[config.mk]
export PLATFORM = sky130hd
export DESIGN_NAME = chord_led_effect_engine_top
export DESIGN_NICKNAME = d
export VERILOG_FILES = /design/src/rtl/clee_pkg.sv /design/src/rtl/clee_ctrl.sv /design/src/rtl/clee_dp.sv /design/src/rtl/chord_led_effect_engine_top.sv
export SDC_FILE = /design/constraint.sdc
export NUM_CORES = 1
export LEC_CHECK = 0
export ABC_AREA = 1
export BUFFER_PORTS_ARGS = -buffer_cell sky130_fd_sc_hd__buf_2
export CAP_MARGIN = 20
export CORE_MARGIN = 3
export CORE_UTILIZATION = 30
export CTS_BUF_LIST = sky130_fd_sc_hd__clkbuf_8
export DETAILED_ROUTE_END_ITERATION = 10
export PLACE_DENSITY = 0.51
export SLEW_MARGIN = 15
export SYNTH_ARGS = -nofsm -noshare
export SYNTH_HDL_FRONTEND = slang
export SYNTH_HIERARCHICAL = 1
export SYNTH_SLANG_ARGS = --single-unit
[constraint.sdc]
create_clock -name clk_i -period 6.31 [get_ports clk_i]
set_clock_uncertainty 0.15 [all_clocks]
set_input_delay 0.3155 -clock clk_i [delete_from_list [all_inputs] [get_ports clk_i]]
set_output_delay 0.3155 -clock clk_i [all_outputs]
set_load 0.02 [all_outputs]
[src/rtl/clee_pkg.sv]
package clee_pkg;

  // Configuration register indexes
  localparam logic [2:0] REG_BASE_ONE     = 3'd0;
  localparam logic [2:0] REG_BASE_TWO     = 3'd1;
  localparam logic [2:0] REG_BASE_THREE   = 3'd2;
  localparam logic [2:0] REG_CHASE_STEP   = 3'd3;
  localparam logic [2:0] REG_BREATHE_STEP = 3'd4;
  localparam logic [2:0] REG_SHORT_CHORD  = 3'd5;
  localparam logic [2:0] REG_LONG_CHORD   = 3'd6;

  localparam int unsigned CFG_IDX_W  = 3;
  localparam int unsigned CFG_DATA_W = 24;
  localparam int unsigned COLOR_W    = 24;
  localparam int unsigned S_TDATA_W  = 8;
  localparam int unsigned M_TDATA_W  = 80;

  // Reset values of the configuration registers
  localparam logic [23:0] BASE_ONE_RST     = 24'hFF0000;
  localparam logic [23:0] BASE_TWO_RST     = 24'h00FF00;
  localparam logic [23:0] BASE_THREE_RST   = 24'h0000FF;
  localparam logic [7:0]  CHASE_STEP_RST   = 8'd150;
  localparam logic [7:0]  BREATHE_STEP_RST = 8'd8;
  localparam logic [15:0] SHORT_CHORD_RST  = 16'd300;
  localparam logic [15:0] LONG_CHORD_RST   = 16'd2000;

  // Chord tracker phases
  localparam logic [1:0] PH_IDLE    = 2'd0;
  localparam logic [1:0] PH_PENDING = 2'd1;
  localparam logic [1:0] PH_LONG    = 2'd2;

  // Effect modes
  localparam logic [1:0] MODE_OFF     = 2'd0;
  localparam logic [1:0] MODE_CHASE   = 2'd1;
  localparam logic [1:0] MODE_BREATHE = 2'd2;

  // Chord events
  localparam logic [1:0] EV_NONE  = 2'd0;
  localparam logic [1:0] EV_SHORT = 2'd1;
  localparam logic [1:0] EV_LONG  = 2'd2;

  // Effect constants
  localparam logic [7:0] HUE_SPAN         = 8'd43;
  localparam logic [7:0] HUE_SCALE        = 8'd6;
  localparam logic [7:0] CHASE_HUE_STEP   = 8'd85;
  localparam logic [7:0] CHASE_VALUE      = 8'd200;
  localparam logic [7:0] CHASE_HUE_ADV    = 8'd16;
  localparam logic [7:0] BREATHE_HALF     = 8'd128;
  localparam logic [7:0] BREATHE_HUE_ADV  = 8'd8;
  localparam logic [1:0] CHASE_LAST_STEP  = 2'd2;

  typedef struct packed {
    logic capture;
    logic eval;
    logic hsv_a;
    logic hsv_b;
    logic load;
  } clee_cmd_t;

endpackage

[src/rtl/clee_ctrl.sv]
module clee_ctrl (
  input  logic              clk_i,
  input  logic              rst_ni,
  input  logic              in_valid_i,
  output logic              in_ready_o,
  input  logic              out_free_i,
  output clee_pkg::clee_cmd_t cmd_o
);

  typedef enum logic [4:0] {
    ST_IDLE  = 5'b00001,
    ST_EVAL  = 5'b00010,
    ST_HSV_A = 5'b00100,
    ST_HSV_B = 5'b01000,
    ST_LOAD  = 5'b10000
  } clee_state_e;

  clee_state_e state_q, state_d;

  always_comb begin
    state_d = state_q;
    cmd_o   = '0;
    case (state_q)
      ST_IDLE: begin
        if (in_valid_i) begin
          cmd_o.capture = 1'b1;
          state_d       = ST_EVAL;
        end
      end
      ST_EVAL: begin
        cmd_o.eval = 1'b1;
        state_d    = ST_HSV_A;
      end
      ST_HSV_A: begin
        cmd_o.hsv_a = 1'b1;
        state_d     = ST_HSV_B;
      end
      ST_HSV_B: begin
        cmd_o.hsv_b = 1'b1;
        state_d     = ST_LOAD;
      end
      ST_LOAD: begin
        // hold the finished word until the output register frees up
        if (out_free_i) begin
          cmd_o.load = 1'b1;
          state_d    = ST_IDLE;
        end
      end
      default: state_d = ST_IDLE;
    endcase
  end

  assign in_ready_o = (state_q == ST_IDLE);

  always_ff @(posedge clk_i or negedge rst_ni) begin
    if (!rst_ni) begin
      state_q <= ST_IDLE;
    end else begin
      state_q <= state_d;
    end
  end

`ifndef SYNTHESIS
  a_capture_then_eval: assert property (@(posedge clk_i) disable iff (!rst_ni)
    cmd_o.capture |=> cmd_o.eval)
    else $error("capture not followed by evaluation");

  a_eval_then_hsv: assert property (@(posedge clk_i) disable iff (!rst_ni)
    cmd_o.eval |=> cmd_o.hsv_a ##1 cmd_o.hsv_b)
    else $error("hsv stages out of order");

  a_load_needs_free: assert property (@(posedge clk_i) disable iff (!rst_ni)
    cmd_o.load |-> out_free_i)
    else $error("load into a busy output register");
`endif

endmodule

[src/rtl/clee_dp.sv]
module clee_dp (
  input  logic                               clk_i,
  input  logic                               rst_ni,
  input  clee_pkg::clee_cmd_t                cmd_i,
  output logic                               out_free_o,
  input  logic                               held_i,
  input  logic                               cfg_we_i,
  input  logic [clee_pkg::CFG_IDX_W-1:0]     cfg_idx_i,
  input  logic [clee_pkg::CFG_DATA_W-1:0]    cfg_wdata_i,
  output logic                               out_valid_o,
  input  logic                               out_ready_i,
  output logic [clee_pkg::M_TDATA_W-1:0]     out_data_o
);

  // Configuration registers
  logic [23:0] base_one_q, base_two_q, base_three_q;
  logic [7:0]  chase_step_q, breathe_step_q;
  logic [15:0] short_chord_q, long_chord_q;

  always_ff @(posedge clk_i or negedge rst_ni) begin
    if (!rst_ni) begin
      base_one_q     <= clee_pkg::BASE_ONE_RST;
      base_two_q     <= clee_pkg::BASE_TWO_RST;
      base_three_q   <= clee_pkg::BASE_THREE_RST;
      chase_step_q   <= clee_pkg::CHASE_STEP_RST;
      breathe_step_q <= clee_pkg::BREATHE_STEP_RST;
      short_chord_q  <= clee_pkg::SHORT_CHORD_RST;
      long_chord_q   <= clee_pkg::LONG_CHORD_RST;
    end else if (cfg_we_i) begin
      case (cfg_idx_i)
        clee_pkg::REG_BASE_ONE:     base_one_q     <= cfg_wdata_i;
        clee_pkg::REG_BASE_TWO:     base_two_q     <= cfg_wdata_i;
        clee_pkg::REG_BASE_THREE:   base_three_q   <= cfg_wdata_i;
        clee_pkg::REG_CHASE_STEP:   chase_step_q   <= cfg_wdata_i[7:0];
        clee_pkg::REG_BREATHE_STEP: breathe_step_q <= cfg_wdata_i[7:0];
        clee_pkg::REG_SHORT_CHORD:  short_chord_q  <= cfg_wdata_i[15:0];
        clee_pkg::REG_LONG_CHORD:   long_chord_q   <= cfg_wdata_i[15:0];
        default: ;
      endcase
    end
  end

  // Tick state
  logic        held_q;
  logic [1:0]  phase_q, phase_d;
  logic [15:0] held_ms_q, held_ms_d;
  logic [1:0]  mode_q, mode_d;
  logic [7:0]  step_q, step_d;
  logic [7:0]  hue_q, hue_d;
  logic [7:0]  elapsed_q, elapsed_d;

  // Per-tick results carried to the output stage
  logic        set_q, written_q, base_sel_q;
  logic [1:0]  event_q;
  logic [7:0]  chase_idx_q;
  logic [7:0]  hsv_h_q, hsv_v_q;

  // Evaluation
  logic [15:0] cnt_inc;
  logic        set_c;
  logic [1:0]  new_mode, event_c, m_c;
  logic [7:0]  step0, hue0, el0, el1, period, step_n, hue_n, inv_step, bright;
  logic [15:0] step_x85;
  logic        anim, fire;

  always_comb begin
    cnt_inc  = held_ms_q;
    phase_d  = phase_q;
    set_c    = 1'b0;
    new_mode = mode_q;
    event_c  = clee_pkg::EV_NONE;

    if (phase_q == clee_pkg::PH_PENDING && held_ms_q != 16'hFFFF) begin
      cnt_inc = held_ms_q + 16'd1;
    end
    held_ms_d = cnt_inc;

    if (held_q) begin
      if (phase_q == clee_pkg::PH_IDLE) begin
        phase_d   = clee_pkg::PH_PENDING;
        held_ms_d = '0;
      end else if (phase_q == clee_pkg::PH_PENDING && cnt_inc >= long_chord_q) begin
        phase_d  = clee_pkg::PH_LONG;
        set_c    = 1'b1;
        new_mode = clee_pkg::MODE_OFF;
        event_c  = clee_pkg::EV_LONG;
      end
    end else begin
      if (phase_q == clee_pkg::PH_PENDING && cnt_inc >= short_chord_q) begin
        set_c   = 1'b1;
        event_c = clee_pkg::EV_SHORT;
        case (mode_q)
          clee_pkg::MODE_OFF:   new_mode = clee_pkg::MODE_CHASE;
          clee_pkg::MODE_CHASE: new_mode = clee_pkg::MODE_BREATHE;
          clee_pkg::MODE_BREATHE: new_mode = clee_pkg::MODE_OFF;
          default:              new_mode = clee_pkg::MODE_CHASE;
        endcase
      end
      phase_d = clee_pkg::PH_IDLE;
    end

    // setting the mode restarts the animation
    m_c   = set_c ? new_mode : mode_q;
    step0 = set_c ? 8'd0 : step_q;
    hue0  = set_c ? 8'd0 : hue_q;
    el0   = set_c ? 8'd0 : elapsed_q;

    anim   = (m_c == clee_pkg::MODE_CHASE) || (m_c == clee_pkg::MODE_BREATHE);
    period = (m_c == clee_pkg::MODE_CHASE) ? chase_step_q : breathe_step_q;
    el1    = (!set_c && el0 != 8'hFF) ? el0 + 8'd1 : el0;
    fire   = anim && (el1 >= period);

    elapsed_d = anim ? (fire ? 8'd0 : el1) : el0;

    inv_step = 8'hFF - step0;
    bright   = (step0 < clee_pkg::BREATHE_HALF) ? {step0[6:0], 1'b0} : {inv_step[6:0], 1'b0};
    step_x85 = {8'd0, step0} * {8'd0, clee_pkg::CHASE_HUE_STEP};

    if (m_c == clee_pkg::MODE_CHASE) begin
      step_n = (step0 >= {6'd0, clee_pkg::CHASE_LAST_STEP}) ? 8'd0 : step0 + 8'd1;
      hue_n  = (step_n == 8'd0) ? hue0 + clee_pkg::CHASE_HUE_ADV : hue0;
    end else begin
      step_n = step0 + 8'd1;
      hue_n  = (step_n == 8'd0) ? hue0 + clee_pkg::BREATHE_HUE_ADV : hue0;
    end

    mode_d = m_c;
    step_d = fire ? step_n : step0;
    hue_d  = fire ? hue_n : hue0;
  end

  always_ff @(posedge clk_i or negedge rst_ni) begin
    if (!rst_ni) begin
      phase_q   <= clee_pkg::PH_IDLE;
      held_ms_q <= '0;
      mode_q    <= clee_pkg::MODE_OFF;
      step_q    <= '0;
      hue_q     <= '0;
      elapsed_q <= '0;
    end else if (cmd_i.eval) begin
      phase_q   <= phase_d;
      held_ms_q <= held_ms_d;
      mode_q    <= mode_d;
      step_q    <= step_d;
      hue_q     <= hue_d;
      elapsed_q <= elapsed_d;
    end
  end

  always_ff @(posedge clk_i) begin
    if (cmd_i.capture) begin
      held_q <= held_i;
    end
    if (cmd_i.eval) begin
      set_q       <= set_c;
      event_q     <= event_c;
      base_sel_q  <= set_c && (m_c == clee_pkg::MODE_OFF);
      written_q   <= (set_c && (m_c == clee_pkg::MODE_OFF)) || fire;
      chase_idx_q <= step0;
      hsv_h_q     <= (m_c == clee_pkg::MODE_CHASE) ? hue0 + step_x85[7:0] : hue0;
      hsv_v_q     <= (m_c == clee_pkg::MODE_CHASE) ? clee_pkg::CHASE_VALUE : bright;
    end
  end

  // HSV stage A: hue region and remainder
  logic [2:0]  region_c, region_q;
  logic [7:0]  region_base, hue_off, rem_q;
  logic [10:0] rem_wide;

  always_comb begin
    if (hsv_h_q < clee_pkg::HUE_SPAN) begin
      region_c = 3'd0;
    end else if (hsv_h_q < 8'(2 * clee_pkg::HUE_SPAN)) begin
      region_c = 3'd1;
    end else if (hsv_h_q < 8'(3 * clee_pkg::HUE_SPAN)) begin
      region_c = 3'd2;
    end else if (hsv_h_q < 8'(4 * clee_pkg::HUE_SPAN)) begin
      region_c = 3'd3;
    end else if (hsv_h_q < 8'(5 * clee_pkg::HUE_SPAN)) begin
      region_c = 3'd4;
    end else begin
      region_c = 3'd5;
    end
    region_base = 8'({5'd0, region_c} * clee_pkg::HUE_SPAN);
    hue_off     = hsv_h_q - region_base;
    rem_wide    = {3'd0, hue_off} * {3'd0, clee_pkg::HUE_SCALE};
  end

  always_ff @(posedge clk_i) begin
    if (cmd_i.hsv_a) begin
      region_q <= region_c;
      rem_q    <= rem_wide[7:0];
    end
  end

  // HSV stage B: falling and rising ramps
  logic [15:0] q_prod, t_prod;
  logic [7:0]  q_q, t_q;

  assign q_prod = {8'd0, hsv_v_q} * {8'd0, 8'hFF - rem_q};
  assign t_prod = {8'd0, hsv_v_q} * {8'd0, rem_q};

  always_ff @(posedge clk_i) begin
    if (cmd_i.hsv_b) begin
      q_q <= q_prod[15:8];
      t_q <= t_prod[15:8];
    end
  end

  // Output assembly
  logic [7:0]  r_c, g_c, b_c;
  logic [23:0] col, c1, c2, c3;

  always_comb begin
    case (region_q)
      3'd0:    begin r_c = hsv_v_q; g_c = t_q;     b_c = 8'd0;    end
      3'd1:    begin r_c = q_q;     g_c = hsv_v_q; b_c = 8'd0;    end
      3'd2:    begin r_c = 8'd0;    g_c = hsv_v_q; b_c = t_q;     end
      3'd3:    begin r_c = 8'd0;    g_c = q_q;     b_c = hsv_v_q; end
      3'd4:    begin r_c = t_q;     g_c = 8'd0;    b_c = hsv_v_q; end
      default: begin r_c = hsv_v_q; g_c = 8'd0;    b_c = q_q;     end
    endcase
    col = {r_c, g_c, b_c};

    c1 = '0;
    c2 = '0;
    c3 = '0;
    if (base_sel_q) begin
      c1 = base_one_q;
      c2 = base_two_q;
      c3 = base_three_q;
    end else if (written_q) begin
      if (mode_q == clee_pkg::MODE_CHASE) begin
        c1 = (chase_idx_q == 8'd0) ? col : 24'd0;
        c2 = (chase_idx_q == 8'd1) ? col : 24'd0;
        c3 = (chase_idx_q == 8'd2) ? col : 24'd0;
      end else begin
        c1 = col;
        c2 = col;
        c3 = col;
      end
    end
  end

  logic                              out_valid_q;
  logic [clee_pkg::M_TDATA_W-1:0]    out_data_q;

  assign out_free_o = !out_valid_q || out_ready_i;

  always_ff @(posedge clk_i or negedge rst_ni) begin
    if (!rst_ni) begin
      out_valid_q <= 1'b0;
    end else if (cmd_i.load) begin
      out_valid_q <= 1'b1;
    end else if (out_ready_i) begin
      out_valid_q <= 1'b0;
    end
  end

  always_ff @(posedge clk_i) begin
    if (cmd_i.load) begin
      out_data_q <= {2'd0, event_q, set_q, mode_q, written_q, c3, c2, c1};
    end
  end

  assign out_valid_o = out_valid_q;
  assign out_data_o  = out_data_q;

`ifndef SYNTHESIS
  a_mode_legal: assert property (@(posedge clk_i) disable iff (!rst_ni)
    mode_q == clee_pkg::MODE_OFF || mode_q == clee_pkg::MODE_CHASE ||
    mode_q == clee_pkg::MODE_BREATHE)
    else $error("mode register left the legal modes");

  a_chase_step_range: assert property (@(posedge clk_i) disable iff (!rst_ni)
    mode_q == clee_pkg::MODE_CHASE |-> step_q <= {6'd0, clee_pkg::CHASE_LAST_STEP})
    else $error("chase step out of range");

  a_report_matches_event: assert property (@(posedge clk_i) disable iff (!rst_ni)
    out_valid_q |-> (out_data_q[75] == (out_data_q[77:76] != clee_pkg::EV_NONE)))
    else $error("mode report disagrees with chord event");

  a_unwritten_dark: assert property (@(posedge clk_i) disable iff (!rst_ni)
    out_valid_q && !out_data_q[72] |-> out_data_q[71:0] == '0)
    else $error("colors present on an unwritten word");
`endif

endmodule

[src/rtl/chord_led_effect_engine_top.sv]
// Chord-driven LED effect engine. Each input word is one millisecond tick whose bit 0 says
// whether all buttons are held; each tick yields exactly one result word with the three
// LED colors, a written flag, the current effect mode, a mode-set flag and the chord event.
// A hold reaching long_chord_ms forces mode off at once; a release after short_chord_ms steps
// off -> rainbow chase -> breathe -> off. A tick is captured at acceptance, then passes the
// state update, hue region and ramp multiply registers; the assembled word is loaded into the
// output register once that register is free, and the next tick is taken only after that
// load, so a new tick is not accepted while one is in flight. The output register lets the
// next tick enter while the previous word is still waiting. Configuration writes take effect
// on the following cycle and belong between ticks.
module chord_led_effect_engine_top (
  input  logic                               clk_i,
  input  logic                               rst_ni,
  input  logic                               s_axis_tvalid,
  output logic                               s_axis_tready,
  // [0] all_buttons_held, [7:1] zero
  input  logic [clee_pkg::S_TDATA_W-1:0]     s_axis_tdata,
  output logic                               m_axis_tvalid,
  input  logic                               m_axis_tready,
  // [23:0] led_one_color, [47:24] led_two_color, [71:48] led_three_color,
  // [72] leds_written, [74:73] effect_mode_now, [75] mode_report, [77:76] chord_event,
  // [79:78] zero
  output logic [clee_pkg::M_TDATA_W-1:0]     m_axis_tdata,
  input  logic                               cfg_we_i,
  input  logic [clee_pkg::CFG_IDX_W-1:0]     cfg_idx_i,
  input  logic [clee_pkg::CFG_DATA_W-1:0]    cfg_wdata_i
);

  clee_pkg::clee_cmd_t cmd;
  logic                out_free;

  clee_ctrl u_ctrl (
    .clk_i      (clk_i),
    .rst_ni     (rst_ni),
    .in_valid_i (s_axis_tvalid),
    .in_ready_o (s_axis_tready),
    .out_free_i (out_free),
    .cmd_o      (cmd)
  );

  clee_dp u_dp (
    .clk_i       (clk_i),
    .rst_ni      (rst_ni),
    .cmd_i       (cmd),
    .out_free_o  (out_free),
    .held_i      (s_axis_tdata[0]),
    .cfg_we_i    (cfg_we_i),
    .cfg_idx_i   (cfg_idx_i),
    .cfg_wdata_i (cfg_wdata_i),
    .out_valid_o (m_axis_tvalid),
    .out_ready_i (m_axis_tready),
    .out_data_o  (m_axis_tdata)
  );

endmodule
# Word-level counts from Yosys, hierarchy flattened
# Index checks and enable logic that the tools add are counted.
[totals]
inputBits = 40
register_bits = 304
[op_classes]
add_sub_neg = 9
mux = 68
eq_ne = 27
mul = 5
reduce_logical = 32
order_cmp = 10
[op_table]
columns = ["operator", "count"]
rows = [
  ["24-bit 2-to-1 mux", 12],
  ["8-bit 2-to-1 mux", 16],
  ["8-bit one-hot mux with 3 select lines", 3],
  ["16-bit 2-to-1 mux", 3],
  ["16-bit greater-or-equal comparator", 2],
  ["8-bit < comparator, second input constant", 4],
  ["5-bit one-hot mux with 5 select lines", 1],
  ["8-bit zero test", 3],
  ["2-bit 2-to-1 mux", 11],
  ["2-bit AND reduction", 9],
  ["16-bit by 1-bit adder with 16-bit output, second input constant", 1],
  ["8-bit by 1-bit adder with 8-bit output, second input constant", 2],
  ["8-bit by 8-bit multiplier with 16-bit output", 1],
  ["16-bit != test, second input constant", 1],
  ["8-bit by 7-bit multiplier with 15-bit output", 1],
  ["1-bit 2-to-1 mux", 15],
  ["3-bit by 2-bit equality test with 1-bit output, second input constant", 4],
  ["3-bit equality test, second input constant", 4],
  ["3-bit 2-to-1 mux", 4],
  ["5-bit 2-to-1 mux", 2],
  ["8-bit by 4-bit adder with 8-bit output, second input constant", 1],
  ["8-bit by 5-bit adder with 8-bit output, second input constant", 1],
  ["8-bit adder", 1],
  ["8-bit by 1-bit equality test with 1-bit output, second input constant", 1],
  ["30 further kinds", 48],
]

# Depth between registers and ports, before layout
# Gate-level depths: netlist of run 1.
[logic_depth]
ltp_word = 16
ltp_mapped = 45
ltp_nobuf = 44

# Cells and area by module
# The synthesis of run 1 kept the hierarchy.
[by_module_without_submodules]
columns = ["module", "area_per_inst_um2", "cells_per_inst", "instances"]
rows = [
  ["clee_dp", 18408.9, 2062, 1],
  ["clee_ctrl", 300.3, 41, 1],
]

# Worst setup path before layout of run 1
# OpenSTA, ideal clock, no wires.
[synth_timing]
path_kind = "register to register"
startpoint = "register u_dp.held_ms_q[0]"
endpoint = "register u_dp.hsv_h_q[7], data pin"
required_time_ns = 5.901
setup_ns = 0.259
path_slack_ns = 0.183
t_arrival_ns = 5.718
path_stages_with_launch = 43
synth_period_minus_slack_ns = 6.127
cell_sequence = "dfrtp_1 ha_1 inv_1 nor3_1 nand4_1 nand2_1 inv_2 nand2_1 nor3_1 nand3_1 nor2_1 nand3_1 nor2_1 nand3_1 xor2_1 inv_1 ha_1 nand2_1 (+7 left out) nand2_1 inv_1 ha_1 ha_1 inv_1 fa_1 inv_1 ha_1 a21oi_1 inv_1 a31oi_1 inv_1 nand2_1 nand2_1 a21oi_1 xor2_1 nand2_1 o21ai_2"
[synth_via]
elab_chain_len = 12
[synth_rtl]
columns = ["item", "line_no", "source"]
rows = [
  ["start: declaration", "clee_dp.sv:46", "logic [15:0] held_ms_q, held_ms_d;"],
  ["start signal: assignment", "clee_dp.sv:142", "held_ms_q <= held_ms_d;"],
  ["parallel branches: the longest is 2 deep, another holds 16-bit by 1-bit adder with 16-bit output", "--", ""],
  ["16-bit 2-to-1 mux *", "clee_dp.sv:73", "if (phase_q == clee_pkg::PH_PENDING && held_ms_q != 16'hFFFF) begin"],
  ["16-bit greater-or-equal comparator", "clee_dp.sv:82", "end else if (phase_q == clee_pkg::PH_PENDING && cnt_inc >= long_chord_q) begin"],
  ["1-bit logical AND", "clee_dp.sv:82", ""],
  ["1-bit 2-to-1 mux", "clee_dp.sv:82", ""],
  ["1-bit 2-to-1 mux", "clee_dp.sv:79", "if (phase_q == clee_pkg::PH_IDLE) begin"],
  ["1-bit 2-to-1 mux", "clee_dp.sv:78", "if (held_q) begin"],
  ["8-bit 2-to-1 mux", "clee_dp.sv:104", "step0 = set_c ? 8'd0 : step_q;"],
  ["8-bit by 7-bit multiplier with 8-bit output", "clee_dp.sv:117", "step_x85 = {8'd0, step0} * {8'd0, clee_pkg::CHASE_HUE_STEP};"],
  ["8-bit adder", "clee_dp.sv:160", "hsv_h_q <= (m_c == clee_pkg::MODE_CHASE) ? hue0 + step_x85[7:0] : hue0;"],
  ["8-bit 2-to-1 mux *", "clee_dp.sv:160", ""],
  ["end signal: assignment", "clee_dp.sv:160", ""],
  ["end: declaration", "clee_dp.sv:56", "logic [7:0] hsv_h_q, hsv_v_q;"],
]
# Every way passes the cells marked *.
# A chain may end at the register's enable or synchronous reset.

# Worst setup path in the final report of run 1
[layout_timing]
startpoint = "register u_dp.held_ms_q[0]"
endpoint = "register u_dp.hsv_h_q[7], data pin"
[layout_via]
elab_chain_len = 12
[layout_rtl]
columns = ["item", "line_no", "source"]
rows = [
  ["parallel branches: the longest is 2 deep, another holds 16-bit by 1-bit adder with 16-bit output", "--", ""],
  ["16-bit 2-to-1 mux *", "clee_dp.sv:73", ""],
  ["16-bit greater-or-equal comparator", "clee_dp.sv:82", ""],
  ["1-bit logical AND", "clee_dp.sv:82", ""],
  ["1-bit 2-to-1 mux", "clee_dp.sv:82", ""],
  ["1-bit 2-to-1 mux", "clee_dp.sv:79", ""],
  ["1-bit 2-to-1 mux *", "clee_dp.sv:78", ""],
  ["8-bit 2-to-1 mux *", "clee_dp.sv:104", ""],
  ["net u_dp.step0[0]", "clee_dp.sv:62", "logic [7:0] step0, hue0, el0, el1, period, step_n, hue_n, inv_step, bright;"],
  ["8-bit by 7-bit multiplier with 8-bit output *", "clee_dp.sv:117", ""],
  ["8-bit adder *", "clee_dp.sv:160", ""],
  ["8-bit 2-to-1 mux *", "clee_dp.sv:160", ""],
]
# Mark *: on every way through the listed nets, which the timed path passes.

==> metrics.md, run 1 <==
| Metric | Value |
|---|---|
| Status | finished, final reports clean |
| CTS tree | yes |
| IO Pins | between 100 and 150 |
| Worst setup SP type | register |
| Pre-antenna DRT Iters | 8 |
| Slew headroom | between 30 and 40% |
| Largest net degree at the start of global routing | 75 |
| CTS root buffer | clkbuf_8 |
| Die Y | about 260 µm |
| Initial antenna violation count | 1 |
| Longest Clk Path Bufs | 3 |
| Aggregate global routing overflow | 0 |
| Final Max Slew Viols | 0 |
| Post-Synthesis Cells | 2,103 |
| Die Wd | roughly 260 µm |
| Worst Setup End Kind | register |
| Fin crit period | between 6 and 7 ns |
| Slew of the pin with the lowest slew margin | between 0.9 and 1 ns |
| Total power | 10,300 µW |
| Cell variety after synth | 55 |
| Area Overhead vs Synth | 19.6% |
| H-tree Lvls | 2 |
| Setup CP Type | reg -> reg |
| Hold crit path type | in -> reg |
| Max Cap Violations | 0 |
| Clk sinks | between 300 and 400 |
| Critical Path Fanout Max | 6 |
| Starting Density | a little under a third |
| Commonest cells in the netlist | nand2_1, inv_1, o21ai_0 |
| Mapped cell area | around 19,000 µm² |
| Critical Path AT | 6.24 ns |
| Routed WL | roughly 50,000 µm |
| # rows | 90 |
| Final setup viols | 0 |
| Drt drc | 0 |
| Mean Syn Cell Area | just under 9 µm² |
| Clock buffer count from CTS | 53 |
| Share of the synthesized area in the top cell type | between 20% and 30% |
| Nets | roughly 2,600 |
| Post-synth ARST share | 56.1% |
| Fmax | ~0.17 GHz |
| Vias | around 15,000 |
| Largest cells by area after synthesis | edfxtp_1, dfrtp_1, ha_1 |
| Vias in the first global route | 14,900 |
| Placer Congestion | approximately 0.85 |
| Fin. Hold Viols | 0 |
| Most frequent cell on the critical path | inv_1 |
| YS warnings | 6 |
| Hpwl dp | between 30,000 and 40,000 µm |
| WHS | about 0.046 ns |
| Clk_lat worst skew | around 0.64 ns |
| FF+latch count, synth | approximately 300 |
| Pwr dens | 458 nW/µm² |
| Fill count | approximately 6,300 |
| Leak Pwr | about 0.011 µW |
| First-pass GRT wire length | 80,900 µm |
| Post-synth top flop | edfxtp_1 |
| Register area share after synthesis | 44.4% |
| All-Layer GR Usage | between 15 and 20% |
| Post-synth EDFFs | roughly 130 |
| Tcrit/Tclk final | 95.3% |
| Slowest stage cell, crit path | fa_1 |
| Input/output buffers | roughly 110 |
| Max stage delay on crit path | roughly 0.53 ns |
| Final WS setup | 0.298 ns |
| Drt wl/cell | approximately 16 µm |
| Iter 0 DRT Violations | 1,062 |
| Pre-CTS setup slack | -0.0848 ns |
| Antenna viol nets, final | 0 |
| Core Area | 61,000 µm² |
| DIE AREA | 65,400 µm² |
| Share of cells above drive strength 1 | about 18% |
| Routed vias/inst | 4.63 |
| Worst path required time | ~6.5 ns |
| Synth area leader | edfxtp_1 |
| Worst vdd ir | 0.475 mV |
| Cell with the most instances after synthesis | nand2_1 |
| Clk pin slew, worst setup/hold paths | about 0.060 ns |
==> stage by stage <==
stage          utilization, %  area (µm²)  TNS (ns)  cells
3_5_place_dp             33.6       20500    -0.539   3036
5_1_grt                  36.7       22400    -0.521   3176
6_report                 36.7       22400         0   3178
4_1_cts                  35.8       21900         0   3159
2_1_floorplan               -       18700         0   2104
3_3_place_gp             33.6       20500         0   3035
==> timing repair <==
action	in CTS	in global routing
hold buffers	25	0
hold endpoints to repair	174	0
setup buffers	0	15
gates resized for setup	2	94
gates cloned	0	2
endpoints found under the setup margin	10	25
pin swaps	0	41
==> area by class of cell <==
type | instances | area, µm² | share of cell area (%)
clock buffers | 65 | 895 | 4.00
flip-flops and latches | 303 | 8300 | 37.1
multi-input cells | 1377 | 9140 | 40.8
inverters | 352 | 1330 | 5.92
clock inverters | 33 | 190 | 0.850
diodes | 2 | 5.00 | 0.0224
well taps | 828 | 1040 | 4.63
repair buffers | 218 | 1490 | 6.66
==> cells in the final DEF (no fill, tap or decap), types with 12 or more instances in the layout <==
master / count
nor2_4: 12
dfrtp_1: 130
clkbuf_8: 65
xor2_1: 43
buf_4: 71
edfxtp_1: 133
xnor2_1: 12
o22ai_1: 25
nand2_1: 452
nand4_1: 19
o21ai_0: 230
fa_1: 62
nand3_2: 12
dlygate4sd3_1: 25
nor3_1: 12
buf_2: 112
ha_1: 144
a21oi_1: 67
inv_2: 12
inv_1: 352
nor2_1: 116
o21ai_1: 13
nand3_1: 43
dfstp_2: 40
==> critical path: cells and delay by family (launching register included) <==
family	cells	cell delay [ns]
compound gates	3	0.35
xor+xnor	2	0.26
fa+ha+maj	6	1.85
buf+inv	8	0.60
flops	1	0.38
simple gates	19	2.18
==> kinds of logic after synthesis <==
family	after synthesis	share of synthesized area, %
AND/OR/NAND/NOR	709	15.9
buffers and inverters	424	8.65
AO/OA/AOI/OAI	386	11.1
flip-flops	303	44.4
adder cells (fa/ha/maj)	216	17.0
XOR/XNOR	57	2.67
multiplexers	7	0.375
other	1	0.0200
==> where the power goes <==
part | leakage, µW | total [µW] | switching [µW] | internal [µW]
logic | 0.00680 | 5460 | 3150 | 2310
registers | 0.00328 | 2960 | 265 | 2700
clock network | 0.000618 | 1830 | 850 | 979
total | 0.0107 | 10300 | 4270 | 5990
==> routing by layer <==
metal / wire [µm] / track usage (%)
met1: 23500 / 20.8
met4: 1060 / 4.50
met3: 2320 / 2.00
met2: 23500 / 25.2
met5: 0 / 0
==> worst paths after layout <==
kind                              startpoint                endpoint  slack [ns]  cells after the start
min reg2reg                  u_dp/event_q[1]     u_dp/out_data_o[77]        0.29                      0
min in group asynchronous             rst_ni    u_dp/base_three_q[8]        0.14                      2
max reg2reg                u_dp/held_ms_q[0]         u_dp/hsv_h_q[7]        0.30                     38
max                        u_dp/held_ms_q[0]         u_dp/hsv_h_q[7]        0.30                     38
max in group asynchronous             rst_ni  u_dp/breathe_step_q[5]        4.59                      3
min                           cfg_wdata_i[2]      u_dp/base_two_q[2]        0.05                      3
==> state kept, by name, indices dropped and copies added, names as in the netlist, 16 cells and up <==
register	cells
u_dp/out_data_o	78
u_dp/base_one_q	24
u_dp/base_three_q	24
u_dp/base_two_q	24
u_dp/held_ms_q	16
u_dp/long_chord_q	16
u_dp/short_chord_q	16
Note: power is estimated with default switching activity, not from simulation.
==> run 2: changes to the inputs <==
--- a/config.mk
+++ b/config.mk
@@ -6,8 +6,8 @@
 export NUM_CORES = 1
 export LEC_CHECK = 0
 export ABC_AREA = 1
-export BUFFER_PORTS_ARGS = -buffer_cell sky130_fd_sc_hd__buf_2
-export CAP_MARGIN = 20
+export BUFFER_PORTS_ARGS = -buffer_cell sky130_fd_sc_hd__buf_4
+export CAP_MARGIN = 0
 export CORE_MARGIN = 3
 export CORE_UTILIZATION = 30
 export CTS_BUF_LIST = sky130_fd_sc_hd__clkbuf_8
==> metrics.md, run 2 (synthesis gave the netlist of run 1 again) <==
| Metric | Value |
|---|---|
| Nets | 2,566 (+0.20%) |
| Status | finished, final reports clean |
| Placer Congestion | 0.865 (+2.3%) |
| All-Layer GR Usage | 15.2% (-0.038 points) |
| Die Y | 256 µm (unchanged) |
| Drt wl/cell | 15.7 µm (-1.1%) |
| H-tree Lvls | 2 (unchanged) |
| Hold crit path type | in -> reg |
| Max Cap Violations | 0 (unchanged) |
| CTS root buffer | clkbuf_8 |
| Max stage delay on crit path | 0.52 ns (about the same) |
| Antenna viol nets, final | 0 (unchanged) |
| Critical Path AT | 6.22 ns (-0.02 ns) |
| Number of flip-flops under the largest register name | 78 (unchanged) |
| Iter 0 DRT Violations | 968 (-8.9%) |
| Fill count | 6,212 (-0.97%) |
| Hpwl dp | 35,400 µm (-0.59%) |
| Clk sinks | 303 (unchanged) |
| Routed WL | 49,900 µm (-0.93%) |
| Fmax | 0.167 GHz (+0.56%) |
| Final Max Slew Viols | 0 (unchanged) |
| Final setup viols | 0 (unchanged) |
| Input/output buffers | 112 (unchanged) |
| First-pass GRT wire length | 80,300 µm (-0.79%) |
| Most frequent cells in the layout | nand2_1, inv_1, o21ai_0 |
| Slew headroom | 20.0% (-13 points) |
| Total power | 10,300 µW (about the same) |
| Leak Pwr | 0.0108 µW (+1.4%) |
| DIE AREA | 65,400 µm² (unchanged) |
| Drt drc | 0 (unchanged) |
| Final core occ | 37.1% (+0.41 points) |
| Slew of the pin with the lowest slew margin | 1.20 ns (+0.199 ns) |
| Initial antenna violation count | 2 (+1) |
| Routed vias/inst | 4.62 (-0.19%) |
| Die Wd | 256 µm (unchanged) |
| Delay-heaviest family, CP | adder cells |
| Clock buffer count from CTS | 55 (+3.8%) |
| Share of cells above drive strength 1 | 17.3% (-0.40 points) |
| Worst path required time | 6.55 ns (about the same) |
| Core Area | 61,000 µm² (unchanged) |
| Tcrit/Tclk final | 94.7% (-0.53 points) |
| Starting Density | 30.7% (unchanged) |
| Setup CP Type | reg -> reg |
| Commonest non-fill, non-tap cell in the layout | nand2_1 |
| Clk_lat worst skew | 0.64 ns (about the same) |
| # rows | 90 (unchanged) |
| Worst path bufs/invs | 5 (-3) |
| Fin. Hold Viols | 0 (unchanged) |
| Largest net degree at the start of global routing | 75 (unchanged) |
| CTS tree | yes |
| Critical Path Fanout Max | 4 (-2) |
| Fin crit period | 5.98 ns (-0.0337 ns) |
| Slowest stage cell, crit path | fa_1 |
| Worst Setup End Kind | register |
| Worst vdd ir | 0.299 mV (-37%) |
| Clk pin slew, worst setup/hold paths | 0.06 ns (about the same) |
| Vias | 14,700 (+0.034%) |
| Vias in the first global route | 14,600 (-1.5%) |
| IO Pins | 122 (unchanged) |
| Longest Clk Path Bufs | 3 (unchanged) |
| Pwr dens | 453 nW/µm² (-1.1%) |
| Worst setup SP type | register |
| Dpl cells | 3,041 (+0.16%) |
| Pre-antenna DRT Iters | 5 (-3) |
| Final std cells w/o fill | 3,185 (+0.22%) |
| Area Overhead vs Synth | 21.0% |
| Aggregate global routing overflow | 0 (unchanged) |
-- run 2: metrics by stage --
stage / cell area (µm²) / TNS (ns) / hold slack [ns] / worst slack [ns]
6_report: 22600 / 0 / 0.0861 / 0.332
5_1_grt: 22600 / -0.603 / 0.0716 / -0.0600
4_1_cts: 22200 / 0 / 0.0435 / 0.0201
3_5_place_dp: 20800 / 0 / 0.239 / 0.0144
3_3_place_gp: 20800 / 0 / 0.231 / 0.0429
2_1_floorplan: 18700 / 0 / -0.130 / 0.183
-- run 2: final timing paths --
kind	start	end	slack (ns)	depth (start not counted)
min in group asynchronous	rst_ni	u_dp/base_three_q[12]	0.12	2
min	cfg_wdata_i[0]	u_dp/breathe_step_q[0]	0.09	3
max in group asynchronous	rst_ni	u_ctrl/state_q[3]	4.68	3
max reg2reg	u_dp/held_ms_q[0]	u_dp/hsv_h_q[7]	0.33	34
max	u_dp/held_ms_q[0]	u_dp/hsv_h_q[7]	0.33	34
min reg2reg	u_dp/event_q[0]	u_dp/out_data_o[76]	0.28	0
-- run 2: where the power goes --
part | switching [µW] | total (µW) | internal (µW)
sequential | 253 | 2950 | 2700
clock | 856 | 1850 | 992
combinational | 3150 | 5460 | 2310
total | 4260 | 10300 | 6000
-- run 2: cell type report --
class	count	area (µm²)	share of cell area, %
flip-flops and latches	303	8300	36.7
diodes	1	2.50	0.0111
inverters	352	1330	5.86
clock buffers	66	908	4.01
clock inverters	37	195	0.862
multi-input cells	1377	9100	40.2
repair buffers	221	1770	7.82
well taps	828	1040	4.58
-- run 2: worst min-delay path, delay by kind of cell --
family	cells	cell delay (ns)
buffers and inverters	2	0.29
AO/OA/AOI/OAI	1	0.23
-- run 2: routing by layer --
| metal | part of all wire, % | wire length, µm | global-route usage [%] |
|---|---|---|---|
| met1 | 46 | 23000 | 20.8 |
| met2 | 47 | 23500 | 24.9 |
| met3 | 4.7 | 2330 | 2.34 |
| met4 | 2.2 | 1080 | 4.32 |
| met5 | 0 | 0 | 0 |
-- run 2: what timing repair did --
item | in CTS | in global routing
endpoints found under the hold margin | 182 | 0
hold buffers | 26 | 0
buffers inserted | 0 | 13
resized for setup | 2 | 75
pin swaps | 0 | 24
setup endpoints to repair | 6 | 26
gates cloned | 0 | 1
==> run 3: changes to the inputs <==
--- a/config.mk
+++ b/config.mk
@@ -5,7 +5,6 @@
 export SDC_FILE = /design/constraint.sdc
 export NUM_CORES = 1
 export LEC_CHECK = 0
-export ABC_AREA = 1
 export BUFFER_PORTS_ARGS = -buffer_cell sky130_fd_sc_hd__buf_4
 export CAP_MARGIN = 0
 export CORE_MARGIN = 3
==> metrics.md, run 3 <==
| Metric | Value |
|---|---|
| Mapped cell area | 18,900 µm² (+1.3%) |
| Pre-antenna DRT Iters | 6 (+1) |
| Cell variety after synth | 75 (+36%) |
| # rows | 91 (+1.1%) |
| Largest net degree at the start of global routing | 74 (-1.3%) |
| Clock power share | 30.4% (+12 points) |
| CTS root buffer | clkbuf_8 |
| Comb pwr share | 30.6% (-23 points) |
| Dpl cells | 2,694 (-11%) |
| Final WS setup | -0.294 ns (-0.625 ns) |
| Vias in the first global route | 14,400 (-1.7%) |
| Register area share after synthesis | 43.8% (-0.55 points) |
| Die Y | 257 µm (+0.61%) |
| Post-synth top flop | edfxtp_1 |
| YS warnings | 6 (unchanged) |
| Max stage delay on crit path | 0.49 ns (-0.03 ns) |
| All-Layer GR Usage | 15.2% (+0.035 points) |
| Worst vdd ir | 0.163 mV (-45%) |
| Antenna viol nets, final | 0 (unchanged) |
| Total power | 6610 µW (-36%) |
| Routed WL | 50,400 µm (+1.0%) |
| Routed vias/inst | 4.87 (+5.3%) |
| Max Cap Violations | 0 (unchanged) |
| Status | finished, violations left |
| Commonest non-fill, non-tap cell in the layout | buf_4 |
| Leak Pwr | 0.0105 µW (-3.1%) |
| FF-to-FF Start | u_dp/held_ms_q[0] |
| Fin crit period | 6.60 ns (+0.625 ns) |
| Largest cells by area after synthesis | edfxtp_1, dfrtp_1, ha_1 |
| Synth area leader | edfxtp_1 |
| Die Wd | 257 µm (+0.61%) |
| WHS | 0.0344 ns (-0.0517 ns) |
| Placer Congestion | 0.842 (-2.6%) |
| Fmax | 0.151 GHz (-9.5%) |
| Reg2reg setup slack | -0.29 ns (-0.63 ns) |
| Mean Syn Cell Area | 11.1 µm² (+25%) |
| Area Overhead vs Synth | 25.2% |
| Switching power | 2080 µW (-51%) |
| Pwr dens | 279 nW/µm² (-39%) |
| Commonest cells in the netlist | inv_1, ha_1, edfxtp_1 |
| Clk_lat worst skew | 0.65 ns (about the same) |
| Cell with the most instances after synthesis | inv_1 |
| Share of the synthesized area in the top cell type | 21.1% (-0.26 points) |
| Final Max Slew Viols | 0 (unchanged) |
| Switch share | 31.4% (-10 points) |
| Fin. Hold Viols | 0 (unchanged) |
| Post-synth EDFFs | 133 (unchanged) |
| IO Pins | 122 (unchanged) |
| Setup CP Type | reg -> reg |
| Longest Clk Path Bufs | 3 (unchanged) |
| Most frequent cell on the critical path | and3_4 |
| DIE AREA | 66,200 µm² (+1.2%) |
| Iter 0 DRT Violations | 705 (-27%) |
| Share of cells above drive strength 1 | 30.2% (+13 points) |
| Reg power frac | 38.9% (+10 points) |
| Number of flip-flops under the largest register name | 78 (unchanged) |
| FF+latch count, synth | 303 (unchanged) |
| FF-to-FF path depth | 28 (-18%) |
| Clock buffer count from CTS | 56 (+1.8%) |
| Slew headroom | 22.9% (+2.9 points) |
| Drt drc | 0 (unchanged) |
| Clk sinks | 303 (unchanged) |
| Input/output buffers | 112 (unchanged) |
| Vias | 13,900 (-5.9%) |
| Post-synth ARST share | 56.1% (unchanged) |
| Worst Setup End Kind | register |
| Critical Path AT | 6.85 ns (+0.63 ns) |
| Starting Density | 30.5% (-0.13 points) |
| Critical Path Fanout Max | 5 (+1) |
| Hold crit path type | in -> reg |
| Drt wl/cell | 17.7 µm (+13%) |
| DP Area | 21,800 µm² (+4.4%) |
| Most frequent cells in the layout | buf_4, inv_1, ha_1 |
| Slowest stage cell, crit path | fa_1 |
| Hpwl dp | 35,600 µm (+0.45%) |
| Critical Path Start | u_dp/held_ms_q[0] |
| CTS tree | yes |
| H-tree Lvls | 2 (unchanged) |
| Internal power | 4530 µW (-24%) |
| Tcrit/Tclk final | 105% (+9.9 points) |
| Worst setup SP type | register |
| First-pass GRT wire length | 80,200 µm (about the same) |
| Worst path required time | 6.56 ns (about the same) |
| Slew of the pin with the lowest slew margin | 1.15 ns (-0.0473 ns) |
| RSZ-0062 raised after global routing | true |
| Core Area | 62,100 µm² (+1.7%) |
| Clk pin slew, worst setup/hold paths | 0.06 ns (about the same) |
| Post-Synthesis Cells | 1,702 (-19%) |
| Initial antenna violation count | 4 (+2) |
| Final setup viols | 21 (+21) |
| Pre-CTS setup slack | -0.499 ns (-0.514 ns) |
| Violated checks | negative setup slack |
| Critical path capture point | u_dp/hsv_h_q[7] |
| Post-route cell area | 23,700 µm² (+4.8%) |
| RR Endpoint | u_dp/hsv_h_q[7] |
| Final std cells w/o fill | 2,847 (-11%) |
| Hold Path Stages | 3 (unchanged) |
| Aggregate global routing overflow | 0 (unchanged) |
| Nets | 2,217 (-14%) |
run 3: worst min path at each step:
stage / endpoint / start
floorplan: u_ctrl/state_q[1] / rst_ni
global placement: u_dp/base_one_q[14] / rst_ni
detailed placement: u_dp/base_three_q[13] / rst_ni
CTS: u_dp/breathe_step_q[0] / cfg_idx_i[0]
global route: u_dp/breathe_step_q[4] / cfg_idx_i[0]
finish: u_dp/out_valid_o / m_axis_tready
run 3: logic make-up (layout without fill, tap and decap cells):
logic type	Yosys count	in the layout	share of synthesized area (%)
AND/OR/NAND/NOR	421	421	11.3
AO/OA/AOI/OAI	307	307	11.9
flip-flops	303	303	43.8
buffers and inverters	254	560	5.16
adder cells (fa/ha/maj)	216	216	16.8
multiplexers	137	137	8.06
XOR/XNOR	63	63	2.91
other	1	3	0.0198
run 3: through the flow:
step                setup TNS (ns)  utilization (%)
finish                       -2.47             38.2
global route                -10.16             38.2
CTS                          -3.32             38.0
detailed placement           -2.79             35.1
global placement             -1.27             35.1
floorplan                    -1.75                -
run 3: power by group through the flow:
stage          Sequential (µW)  Combinational, µW  Clock, µW
2_1_floorplan             2540               1520          0
3_5_place_dp              2610               2010          0
3_3_place_gp              2600               1980          0
6_report                  2570               2030       2010
5_1_grt                   2600               2320       2170
4_1_cts                   2570               2060       2080
run 3: area by class of cell:
cell class | count | area, µm²
diodes | 1 | 2.50
clock buffers | 64 | 881
clock inverters | 42 | 335
fillers | 6037 | 38300
inverters | 172 | 651
multi-input cells | 1146 | 10300
flip-flops and latches | 303 | 8300
well taps | 837 | 1050
repair buffers | 282 | 2240
run 3: metal layers:
layer / GRT usage, % / wire [µm]
met1: 20.3 / 22900
met4: 4.61 / 1260
met5: 0 / 0
met2: 25.4 / 23900
met3: 2.38 / 2330
run 3: what timing repair did:
action,CTS,global route
hold buffers,27,0
hold endpoints to repair,180,0
cloned,1,0
endpoints found under the setup margin,13,26
pin swaps,50,25
buffers inserted,13,5
gates resized for setup,51,19
run 3: worst max-delay path: cells and delay by family (launching register included):
kind | cells | cell delay [ns]
fa+ha+maj | 6 | 1.86
flops | 1 | 0.39
xor+xnor | 5 | 0.80
compound gates | 5 | 0.89
buf+inv | 1 | 0.16
simple gates | 11 | 2.08
